## config.mk

```make
export PLATFORM = sky130hd
export DESIGN_NAME = touch_key_press_classifier_top
export DESIGN_NICKNAME = d
export VERILOG_FILES = /design/src/hw/rtl/tkpc_pkg.sv /design/src/hw/rtl/tkpc_frame_check.sv /design/src/hw/rtl/tkpc_key_lane.sv /design/src/hw/rtl/tkpc_merge.sv /design/src/hw/rtl/touch_key_press_classifier_top.sv
export SDC_FILE = /design/constraint.sdc
export NUM_CORES = 1
export LEC_CHECK = 0
export BUFFER_PORTS_ARGS = -buffer_cell sky130_fd_sc_hd__clkbuf_2
export CORE_MARGIN = 2
export CORE_UTILIZATION = 50
export DETAILED_ROUTE_END_ITERATION = 7
export PLACE_DENSITY = 0.73
export SLEW_MARGIN = 20
export SYNTH_ARGS = -nofsm -noshare
export SYNTH_HDL_FRONTEND = slang
export SYNTH_SLANG_ARGS = --single-unit
```

## constraint.sdc

```tcl
create_clock -name i_clk -period 6.6 [get_ports i_clk]
set_clock_uncertainty 0.15 [all_clocks]
set_input_delay 0.99 -clock i_clk [delete_from_list [all_inputs] [get_ports i_clk]]
set_output_delay 0.99 -clock i_clk [all_outputs]
set_load 0.02 [all_outputs]
```

## src/hw/rtl/tkpc_pkg.sv

```systemverilog
// Package for the touch key press classifier.
// Holds shared sizes, reset values and the lane control and event types.
// No dependencies.
package tkpc_pkg;

    localparam int KEYS_MAX      = 4;
    localparam int NUM_KEYS_DEF  = 4;
    localparam int CNT_W         = 8;
    localparam int FRAME_W       = 8;
    localparam int OUT_TDATA_W   = 16;

    localparam logic [CNT_W-1:0] LIMIT_RESET = 8'd100;
    localparam logic [CNT_W-1:0] CNT_SAT     = 8'hFF;

    localparam logic ACT_TICK = 1'b0;
    localparam logic ACT_SCAN = 1'b1;

    typedef struct packed {
        logic             fire;
        logic             tick;
        logic             scan;
        logic             take;
        logic [CNT_W-1:0] limit;
    } t_lane_ctl;

    typedef struct packed {
        logic short_ev;
        logic long_ev;
    } t_lane_ev;

endpackage

```

## src/hw/rtl/tkpc_frame_check.sv

```systemverilog
// Frame checker for the touch key press classifier.
// Counts touched key bits and matches them against the count field and valid flag.
// Depends on tkpc_pkg.
module tkpc_frame_check (
    input  logic [tkpc_pkg::FRAME_W-1:0] i_frame,
    input  logic                         i_present,
    output logic                         o_ok
);

    logic [2:0] zeros;

    always_comb begin
        zeros = 3'd0;
        for (int k = 0; k < tkpc_pkg::KEYS_MAX; k++) begin
            zeros = zeros + {2'b00, ~i_frame[k]};
        end
    end

    assign o_ok = i_present && (zeros == i_frame[6:4]) && i_frame[7];

endmodule

```

## src/hw/rtl/tkpc_key_lane.sv

```systemverilog
// One key lane of the touch key press classifier.
// Holds the press marks and hold counter of one key and classifies it on each scan.
// Depends on tkpc_pkg.
module tkpc_key_lane (
    input  logic                 i_clk,
    input  logic                 i_rst_n,
    input  tkpc_pkg::t_lane_ctl  i_ctl,
    input  logic                 i_level,
    output tkpc_pkg::t_lane_ev   o_ev
);

    logic                         r_pressed, r_released, r_timing;
    logic [tkpc_pkg::CNT_W-1:0]   r_count;
    logic                         n_pressed, n_released, n_timing;
    logic [tkpc_pkg::CNT_W-1:0]   n_count;
    logic                         p1, rl1, t1;
    logic [tkpc_pkg::CNT_W-1:0]   c1;
    logic                         long_ev, short_ev;

    always_comb begin
        p1  = r_pressed;
        rl1 = r_released;
        t1  = r_timing;
        c1  = r_count;
        if (i_ctl.take) begin
            if (i_level && r_pressed) begin
                rl1 = 1'b1;
                t1  = 1'b0;
                c1  = '0;
            end else if (!i_level) begin
                p1  = 1'b1;
                rl1 = 1'b0;
                t1  = 1'b1;
                c1  = '0;
            end
        end
        long_ev  = t1 && (c1 > i_ctl.limit) && p1;
        short_ev = !long_ev && (c1 < i_ctl.limit) && p1 && rl1;

        n_pressed  = r_pressed;
        n_released = r_released;
        n_timing   = r_timing;
        n_count    = r_count;
        if (i_ctl.tick) begin
            if (r_timing && (r_count != tkpc_pkg::CNT_SAT)) begin
                n_count = r_count + 1'b1;
            end
        end else if (i_ctl.scan) begin
            n_pressed  = p1 && !short_ev;
            n_released = rl1;
            n_timing   = t1;
            n_count    = long_ev ? '0 : c1;
        end
    end

    assign o_ev.short_ev = i_ctl.scan && short_ev;
    assign o_ev.long_ev  = i_ctl.scan && long_ev;

    always_ff @(posedge i_clk) begin
        if (!i_rst_n) begin
            r_pressed  <= 1'b0;
            r_released <= 1'b1;
            r_timing   <= 1'b0;
            r_count    <= '0;
        end else if (i_ctl.fire) begin
            r_pressed  <= n_pressed;
            r_released <= n_released;
            r_timing   <= n_timing;
            r_count    <= n_count;
        end
    end

endmodule

```

## src/hw/rtl/tkpc_merge.sv

```systemverilog
// Merge stage of the touch key press classifier.
// Stores key levels, gathers lane events and holds the result word for the output.
// Depends on tkpc_pkg.
module tkpc_merge (
    input  logic                              i_clk,
    input  logic                              i_rst_n,
    input  logic                              i_fire,
    input  logic                              i_load_levels,
    input  logic [tkpc_pkg::KEYS_MAX-1:0]     i_levels,
    input  logic                              i_ok,
    input  tkpc_pkg::t_lane_ev [tkpc_pkg::KEYS_MAX-1:0] i_ev,
    input  logic                              i_m_tready,
    output logic                              o_m_tvalid,
    output logic [tkpc_pkg::OUT_TDATA_W-1:0]  o_m_tdata,
    output logic                              o_m_tuser,
    output logic                              o_room
);

    logic [tkpc_pkg::KEYS_MAX-1:0]    r_levels, n_levels;
    logic [tkpc_pkg::KEYS_MAX-1:0]    shorts, longs;
    logic                             r_valid;
    logic [tkpc_pkg::OUT_TDATA_W-1:0] r_data;
    logic                             r_ok;

    always_comb begin
        for (int k = 0; k < tkpc_pkg::KEYS_MAX; k++) begin
            shorts[k] = i_ev[k].short_ev;
            longs[k]  = i_ev[k].long_ev;
        end
        n_levels = i_load_levels ? i_levels : r_levels;
    end

    assign o_room     = !r_valid || i_m_tready;
    assign o_m_tvalid = r_valid;
    assign o_m_tdata  = r_data;
    assign o_m_tuser  = r_ok;

    always_ff @(posedge i_clk) begin
        if (!i_rst_n) begin
            r_levels <= '1;
            r_valid  <= 1'b0;
        end else begin
            if (i_fire) begin
                r_levels <= n_levels;
                r_valid  <= 1'b1;
            end else if (i_m_tready) begin
                r_valid  <= 1'b0;
            end
        end
    end

    always_ff @(posedge i_clk) begin
        if (i_fire) begin
            r_data <= {4'b0000, longs, shorts, n_levels};
            r_ok   <= i_ok;
        end
    end

endmodule

```

## src/hw/rtl/touch_key_press_classifier_top.sv

```systemverilog
// Top level of the touch key press classifier.
// Instantiates the frame checker, one lane per key and the merge stage.
// Depends on tkpc_pkg, tkpc_frame_check, tkpc_key_lane and tkpc_merge.
//
// Usage:
//   Slave channel: one word per timer tick or scan. tuser[0] selects the kind
//   (0 tick, 1 scan), tuser[1] marks a scan that carries a frame, tdata holds
//   the raw touch frame.
//   Master channel: one word per accepted input word. tuser is frame_ok,
//   tdata carries key levels, short press mask and long press mask.
//   Config: i_cfg_we writes the long press limit from i_cfg_wdata; write it
//   only while no word is in flight.
//   The result word is registered: it is loaded into the output register
//   at the accepting edge and is offered in the cycle after. Throughput is
//   one word per cycle while the receiver is ready, set by the single output
//   register; all key lanes work in parallel in the accepting cycle.
//   When the receiver stalls, the output register holds its word and the
//   slave side takes a new word only in a cycle where that word leaves.
//   Reset sets all key lanes to released and not timing, sets all levels up,
//   sets the limit to 100 and empties the output register; no clearing pass is needed.
module touch_key_press_classifier_top #(
    parameter int NUM_KEYS = tkpc_pkg::NUM_KEYS_DEF
) (
    input  logic                              i_clk,
    input  logic                              i_rst_n,
    input  logic                              i_s_tvalid,
    output logic                              o_s_tready,
    input  logic [tkpc_pkg::FRAME_W-1:0]      i_s_tdata,  // frame[7:0]
    input  logic [1:0]                        i_s_tuser,  // action, frame_present
    output logic                              o_m_tvalid,
    input  logic                              i_m_tready,
    output logic [tkpc_pkg::OUT_TDATA_W-1:0]  o_m_tdata,  // key_levels, short_events,
                                                          // long_events, zero pad
    output logic                              o_m_tuser,  // frame_ok
    input  logic                              i_cfg_we,
    input  logic [tkpc_pkg::CNT_W-1:0]        i_cfg_wdata
);

    logic [tkpc_pkg::CNT_W-1:0]   r_limit_val;
    logic                         room, fire, is_scan, is_tick, present, ok;
    tkpc_pkg::t_lane_ctl          ctl;
    tkpc_pkg::t_lane_ev [tkpc_pkg::KEYS_MAX-1:0] ev;

    assign o_s_tready = room;
    assign fire       = i_s_tvalid && room;
    assign is_scan    = (i_s_tuser[0] == tkpc_pkg::ACT_SCAN);
    assign is_tick    = (i_s_tuser[0] == tkpc_pkg::ACT_TICK);
    assign present    = is_scan && i_s_tuser[1];

    always_ff @(posedge i_clk) begin
        if (!i_rst_n) begin
            r_limit_val <= tkpc_pkg::LIMIT_RESET;
        end else if (i_cfg_we) begin
            r_limit_val <= i_cfg_wdata;
        end
    end

    tkpc_frame_check u_check (
        .i_frame   (i_s_tdata),
        .i_present (present),
        .o_ok      (ok)
    );

    assign ctl.fire  = fire;
    assign ctl.tick  = fire && is_tick;
    assign ctl.scan  = fire && is_scan;
    assign ctl.take  = ok;
    assign ctl.limit = r_limit_val;

    for (genvar k = 0; k < tkpc_pkg::KEYS_MAX; k++) begin : g_lane
        if (k < NUM_KEYS) begin : g_used
            tkpc_key_lane u_lane (
                .i_clk   (i_clk),
                .i_rst_n (i_rst_n),
                .i_ctl   (ctl),
                .i_level (i_s_tdata[k]),
                .o_ev    (ev[k])
            );
        end else begin : g_unused
            assign ev[k] = '0;
        end
    end

    tkpc_merge u_merge (
        .i_clk         (i_clk),
        .i_rst_n       (i_rst_n),
        .i_fire        (fire),
        .i_load_levels (present),
        .i_levels      (i_s_tdata[tkpc_pkg::KEYS_MAX-1:0]),
        .i_ok          (ok),
        .i_ev          (ev),
        .i_m_tready    (i_m_tready),
        .o_m_tvalid    (o_m_tvalid),
        .o_m_tdata     (o_m_tdata),
        .o_m_tuser     (o_m_tuser),
        .o_room        (room)
    );

endmodule
```

==> summary.md, run 1 <==
| Metric | Value |
|---|---|
| Vias in the first global route | 3846 |
| Drt via density | 6.02 |
| Kind of critical path | input port to register |
| Maximum fanout along the worst path | 15 |
| Count of input and output buffers | 37 |
| Cell Area, Synth | 4360 sq um |
| Placed cells | 655 |
| Clk root buf | clkbuf_8 |
| FP Rows | 34 |
| DRT Wirelength | 11100 um |
| Die area | 9490 sq um |
| Asr flop ratio synth | 0 |
| Remaining antenna violation count | 0 |
| Num ports | 42 |
| Area Growth Syn to Fin | 9.92% |
| Slew Limit Fails | 0 |
| DRT Pass-1 Iters | 5 |
| Largest net degree at the start of global routing | 35 |
| Worst slack, placed | 1.19 ns |
| Worst Hold Endpoint | u_merge.r_levels[2]$_SDFFE_PN1P_ |
| Final #Nets | 620 |
| Post-Syn Area per Cell | 8.26 sq um |
| Layout cells sized above 1 | 0.128 |
| GRT overflow | 0 |
| Post-synthesis register bit count | 70 |
| Hold Crit Class | register to register |
| PwrDens | 192 nW/um^2 |
| R2r setup slk | 3.55 ns |
| Initial antenna violation count | 0 |
| Post-CTS setup repair buffer count | 0 |
| Yosys Warn Count | 0 |
| Post-synth top flop | dfxtp_1 |
| RSZ-0062 raised after global routing | no |
| WL/cell | 16.6 um |
| Non-Filler Instances | 671 |
| Finish-stage setup viols | 0 |
| Commonest non-fill, non-tap cell in the layout | nand2_1 |
| Clock slew at the register clock pins of the worst setup and hold paths | 0.09 ns |
| Diodes inserted | 0 |
| Final period util | 0.768 |
| Final Wtd Congestion | 0.924 |
| Area of placed instances | 4590 sq um |
| Reg2Reg Depth | 9 |
| Critical Path End Type | register |
| Crit Reg-Reg Endpoint | g_lane[2].g_used.u_lane.r_count[7]$_SDFFE_PN0P_ |
| Post-synth EDFFs | 13 |
| GRT Util Overall | 0.243 |
| Sequential element share of the synthesized area | 0.351 |
| First-iteration detailed-routing DRC count | 228 |
| Maximum VDD drop | 0.120 mV |
| Clock sink count | 70 |
| Commonest cells after routing, fill and taps aside | nand2_1, dfxtp_1, nor2_1, a21oi_1, ha_1 |
| Final Hold Fails | 0 |
| HPWL after DPL | 7990 um |
| Fin area | 4800 sq um |
| Slew headroom | 0.423 |
| Critical R2R Launch | g_lane[2].g_used.u_lane.r_pressed$_SDFFE_PN0P_ |
| Via Count | 4037 |
| Die width | 97.4 um |
| TritonCTS clock tree | yes |
| Setup tns final | 0 ns |
| Peak Freq | 197 MHz |
| Hold path depth | 2 |
| Outcome | finished clean |
| Worst Path Required | 6.65 ns |
| Worst-Skew Late Latency | 0.36 ns |
| Arr. time, crit path | 5.12 ns |
| Initial Util | 0.508 |
| TritonCTS Buffers | 9 |
| Synth unique cells | 58 |
| Hold_buf cts | 0 |
| Leak | 1.96 nW |
| Die H | 97.4 um |
| Global-route wire length before repair | 18600 um |
| Crit path time final | 5.07 ns |
| Mapped Cells | 528 |
| DR DRC count | 0 |
| Fin worst setup slack | 1.53 ns |
| Hold path startpoint | u_merge.r_levels[2]$_SDFFE_PN1P_ |
| Max-cap viol count | 0 |
| H-tree levels | 3 |
| Post-CTS Resized | 0 |
| Clk buf depth | 2 |
| Worst-margin pin slew | 0.860 ns |
| Core ar. | 8590 sq um |
| CP startpoint kind | input port |
-- cell type report --
class	count	area, sq um
Fill cell	799	3800
Multi-Input combinational cell	419	2660
Sequential cell	70	1530
Timing Repair Buffer	37	185
Tap cell	108	135
Clock buffer	9	124
Inverter	21	83.8
Clock inverter	7	80.1
-- how the worst max path moves through the flow --
stage / start / to / depth (start not counted) / slack (ns)
2_1_floorplan: i_s_tdata[1] / g_lane[2].g_used.u_lane.r_count[5]$_SDFFE_PN0P_ / 17 / 1.81
3_3_place_gp: i_s_tdata[1] / g_lane[2].g_used.u_lane.r_count[7]$_SDFFE_PN0P_ / 17 / 1.45
3_5_place_dp: i_s_tdata[0] / g_lane[2].g_used.u_lane.r_count[7]$_SDFFE_PN0P_ / 17 / 1.19
4_1_cts: i_s_tdata[0] / g_lane[2].g_used.u_lane.r_count[7]$_SDFFE_PN0P_ / 17 / 1.58
5_1_grt: i_s_tdata[1] / g_lane[2].g_used.u_lane.r_count[4]$_SDFFE_PN0P_ / 17 / 1.22
6_report: i_s_tdata[0] / g_lane[2].g_used.u_lane.r_count[7]$_SDFFE_PN0P_ / 17 / 1.53
-- cells by family after synthesis --
group,share of synthesized area
AOI/OAI and AO/OA,0.213
xor gates and xnor gates,0.00803
adders and majority gates,0.114
buffers and inverters,0.0427
DFF,0.351
muxes,0.0184
other,0.000860
and+or+nand+nor,0.253
-- state kept, by name, summed over array words and instances, names as in the netlist --
| signal | count |
|---|---|
| g_lane.g_used.u_lane.r_pressed | 4 |
| r_limit_val | 8 |
| u_merge.r_levels | 4 |
| u_merge.o_m_tdata | 12 |
| g_lane.g_used.u_lane.r_released | 4 |
| g_lane.g_used.u_lane.r_count | 32 |
| u_merge.o_m_tuser | 1 |
| u_merge.o_m_tvalid | 1 |
| g_lane.g_used.u_lane.r_timing | 4 |
-- critical path: stages --
cell      delay (ns)
clkbuf_2        0.14
inv_1           0.08
ha_1            0.30
fa_1            0.37
ha_1            0.30
xnor2_1         0.25
nand4_4         0.25
clkinv_4        0.20
o21ai_0         0.28
and2_1          0.27
ha_1            0.28
nor2b_1         0.13
o21a_1          0.12
o21ai_0         0.07
a211o_1         0.33
o21ai_1         0.53
a41oi_1         0.22
-- power breakdown --
part | total, mW | leakage [nW] | switching [mW] | internal (mW)
clock | 0.368 | 0.0964 | 0.189 | 0.178
combinational | 0.102 | 1.27 | 0.0706 | 0.0318
sequential | 0.450 | 0.591 | 0.00459 | 0.445
total | 0.920 | 1.96 | 0.264 | 0.656
-- synthesized netlist by cell type, drive strengths merged (4+ instances only) --
library cell	instances	area (sq um)
a211oi	6	55.1
a21oi	43	215
a311oi	4	35.0
a31oi	10	62.6
a41oi	9	86.3
and2	32	200
and3	8	55.1
buf	9	57.6
clkbuf	12	45.0
dfxtp	57	1140
edfxtp	13	390
ha	38	475
inv	19	71.3
mux2i	8	80.1
nand2	61	229
nand3	29	145
nand4	11	83.8
nor2	47	176
nor2b	5	31.3
nor3	6	30.0
o211ai	5	37.5
o21ai	38	194
o31ai	5	37.5
or2	6	37.5
or3	4	25.0
xnor2	4	35.0
-- layer usage --
| metal | vias up | GRT usage | routed length [um] |
|---|---|---|---|
| li1 | 1983 | - | - |
| met1 | 1898 | 0.320 | 5120 |
| met2 | 132 | 0.394 | 5200 |
| met3 | 24 | 0.0532 | 607 |
| met4 | 0 | 0.0833 | 217 |
| met5 | - | 0 | 0 |
-- through the flow --
step           hold slack [ns]  utilization  power, mW
2_1_floorplan            0.291            -      0.531
3_3_place_gp             0.301        0.534      0.558
3_5_place_dp             0.308        0.534      0.562
4_1_cts                  0.331        0.558      0.924
5_1_grt                  0.347        0.558      0.954
6_report                 0.330        0.558      0.920
Note: power is estimated with default switching activity, not from simulation.
==> run 2: changes to the inputs <==
--- a/config.mk
+++ b/config.mk
@@ -9,7 +9,7 @@
 export CORE_MARGIN = 2
 export CORE_UTILIZATION = 50
 export DETAILED_ROUTE_END_ITERATION = 7
-export PLACE_DENSITY = 0.73
+export PLACE_DENSITY = 0.76
 export SLEW_MARGIN = 20
 export SYNTH_ARGS = -nofsm -noshare
 export SYNTH_HDL_FRONTEND = slang
==> constraint.sdc (replaced) <==
create_clock -name i_clk -period 4.6 [get_ports i_clk]
set_clock_uncertainty 0.15 [all_clocks]
set_input_delay 0.69 -clock i_clk [delete_from_list [all_inputs] [get_ports i_clk]]
set_output_delay 0.69 -clock i_clk [all_outputs]
set_load 0.02 [all_outputs]
==> summary.md, run 2 (same netlist as run 1, synthesis figures left out) <==
| Metric | Value |
|---|---|
| Slew Limit Fails | 0 (unchanged) |
| Clk buf depth | 2 (unchanged) |
| DR DRC count | 0 (unchanged) |
| Slew headroom | 0.523 (+0.100) |
| Hold Crit Class | register to register |
| Hold_buf cts | 0 (unchanged) |
| Highest metal used | met4 |
| Kind of critical path | input port to register |
| Peak per-stage delay on the critical path | 0.38 ns (-0.15 ns) |
| Diodes inserted | 0 (unchanged) |
| Reg with most FFs | g_lane.g_used.u_lane.r_count |
| Met2 wire len | 5300 um (+2.0%) |
| Maximum fanout along the worst path | 11 (-4) |
| Final period util | 0.942 |
| Finish-stage setup viols | 0 (unchanged) |
| CP startpoint kind | input port |
| RSZ-0062 raised after global routing | no |
| Wl on met1 | 4900 um (-4.2%) |
| Layout cells sized above 1 | 0.141 (+0.0127) |
| Num ports | 42 (unchanged) |
| GRT overflow | 0 (unchanged) |
| TritonCTS clock tree | yes |
| Seq pwr share | 0.462 (-0.027) |
| TritonCTS Buffers | 9 (unchanged) |
| Clk pwr share | 0.429 (+0.029) |
| Worst-Skew Late Latency | 0.37 ns (about the same) |
| Crit path max-delay cell type | fa_1 |
| Clock sink count | 70 (unchanged) |
| Die area | 9490 sq um (unchanged) |
| FP Rows | 34 (unchanged) |
| CP top delay family | adder cells |
| Area of placed instances | 4640 sq um (+0.98%) |
| WL met3 | 674 um (+11%) |
| First-iteration detailed-routing DRC count | 242 (+6.1%) |
| PwrDens | 286 nW/um^2 (+49%) |
| Vias in the first global route | 3846 (unchanged) |
| Commonest cells after routing, fill and taps aside | nand2_1, dfxtp_1, nor2_1, a21oi_1, ha_1 |
| WL/cell | 16.5 um (-0.38%) |
| Remaining antenna violation count | 0 (unchanged) |
| Max reg flops | 32 (unchanged) |
| HPWL after DPL | 7950 um (-0.47%) |
| Initial antenna violation count | 0 (unchanged) |
| Most common cell on crit path | ha_1 |
| Area Growth Syn to Fin | 12.0% |
| Worst Path Required | 4.73 ns (-1.92 ns) |
| Combinational power share | 0.109 (-0.002) |
| Psw | 0.368 mW (+39%) |
| DRT Wirelength | 11200 um (+0.51%) |
| Die H | 97.4 um (unchanged) |
| Commonest non-fill, non-tap cell in the layout | nand2_1 |
| Clk root buf | clkbuf_8 |
| Via Count | 4092 (+1.4%) |
| Arr. time, crit path | 4.46 ns (-0.66 ns) |
| H-tree levels | 3 (unchanged) |
| Critical Path End Type | register |
| Final Wtd Congestion | 0.865 (-6.4%) |
| Max-cap viol count | 0 (unchanged) |
| Worst slack, placed | -0.308 ns (-1.50 ns) |
| Leak | 2.01 nW (+2.8%) |
| Fin area | 4890 sq um (+1.9%) |
| Clock slew at the register clock pins of the worst setup and hold paths | 0.08 ns (about the same) |
| Drt via density | 6.04 (+0.46%) |
| Initial Util | 0.508 (unchanged) |
| Crit path time final | 4.33 ns |
| Global-route wire length before repair | 18500 um (-0.63%) |
| Worst Path Buf+Inv | 3 (unchanged) |
| Worst-margin pin slew | 0.715 ns (-0.145 ns) |
| Maximum VDD drop | 0.184 mV (+53%) |
| Peak Freq | 231 MHz |
| Core ar. | 8590 sq um (unchanged) |
| Die width | 97.4 um (unchanged) |
| DRT Pass-1 Iters | 5 (unchanged) |
| Outcome | finished clean |
| Sw Share | 0.264 (-0.0238) |
| Largest net degree at the start of global routing | 35 (unchanged) |
| Power Internal | 1.03 mW (+57%) |
| Final Power | 1.40 mW (+52%) |
| Final Hold Fails | 0 (unchanged) |
| Fin worst setup slack | 0.267 ns (-1.26 ns) |
| CP Cell Sequence | clkbuf_2 -> inv_1 -> ha_1 -> fa_1 -> ha_1 -> xnor2_1 -> nand4_4 -> clkinv_4 -> o21ai_1 -> and2_1 -> ha_1 -> nor2b_1 -> o211ai_1 -> a21oi_1 -> o311ai_1 -> nand3_1 -> a211oi_1 |
| Count of input and output buffers | 37 (unchanged) |
| Final #Nets | 626 (+0.97%) |
| GRT Util Overall | 0.241 (-0.00122) |
## run 2: power by group through the flow
stage / registers (mW) / clock network [mW] / logic [mW]
after CTS: 0.646 / 0.604 / 0.150
after detailed placement: 0.660 / 0 / 0.150
after global routing: 0.647 / 0.638 / 0.165
after global placement: 0.659 / 0 / 0.144
final: 0.646 / 0.599 / 0.152
after floorplan: 0.667 / 0 / 0.0940
## run 2: path summary, 6_finish.rpt
check / startpoint / to / slack (ns) / depth (start not counted)
setup / recovery: i_s_tdata[0] / g_lane[3].g_used.u_lane.r_count[2]$_SDFFE_PN0P_ / 0.27 / 17
hold / removal: u_merge.r_levels[0]$_SDFFE_PN1P_ / u_merge.r_levels[0]$_SDFFE_PN1P_ / 0.33 / 2
setup reg to reg: g_lane[0].g_used.u_lane.r_pressed$_SDFFE_PN0P_ / g_lane[0].g_used.u_lane.r_count[4]$_SDFFE_PN0P_ / 1.73 / 10
hold reg to reg: u_merge.r_levels[0]$_SDFFE_PN1P_ / u_merge.r_levels[0]$_SDFFE_PN1P_ / 0.33 / 2
## run 2: worst min-delay path: stages (launching register included)
cell     delay (ns)
dfxtp_1        0.32
nand2_1        0.05
nand3_1        0.06
## run 2: cell type report
class	instances	area (sq um)
clock buffers	10	149
clock inverters	6	91.3
fillers	748	3700
inverters	21	83.8
multi-input cells	419	2670
flip-flops and latches	70	1530
well taps	108	135
repair buffers	43	230
## run 2: layer usage
| metal | vias to the layer above | global-route usage |
|---|---|---|
| met5 | - | 0 |
| met4 | 0 | 0.0994 |
| met3 | 29 | 0.0554 |
| met2 | 156 | 0.393 |
| met1 | 1908 | 0.309 |
| li1 | 1999 | - |
## run 2: metrics by stage
step                      hold slack (ns)  instances  setup TNS [ns]  utilization
after floorplan                     0.291        531               0            -
after global placement              0.304        661          -0.129        0.540
after detailed placement            0.315        661          -0.853        0.540
after CTS                           0.332        677               0        0.568
after global routing                0.372        677               0        0.569
final                               0.329        677               0        0.569
## run 2: timing repair
item | in CTS | in global routing
resized for setup | 0 | 3
setup endpoints to repair | 0 | 7
setup buffers | 0 | 0
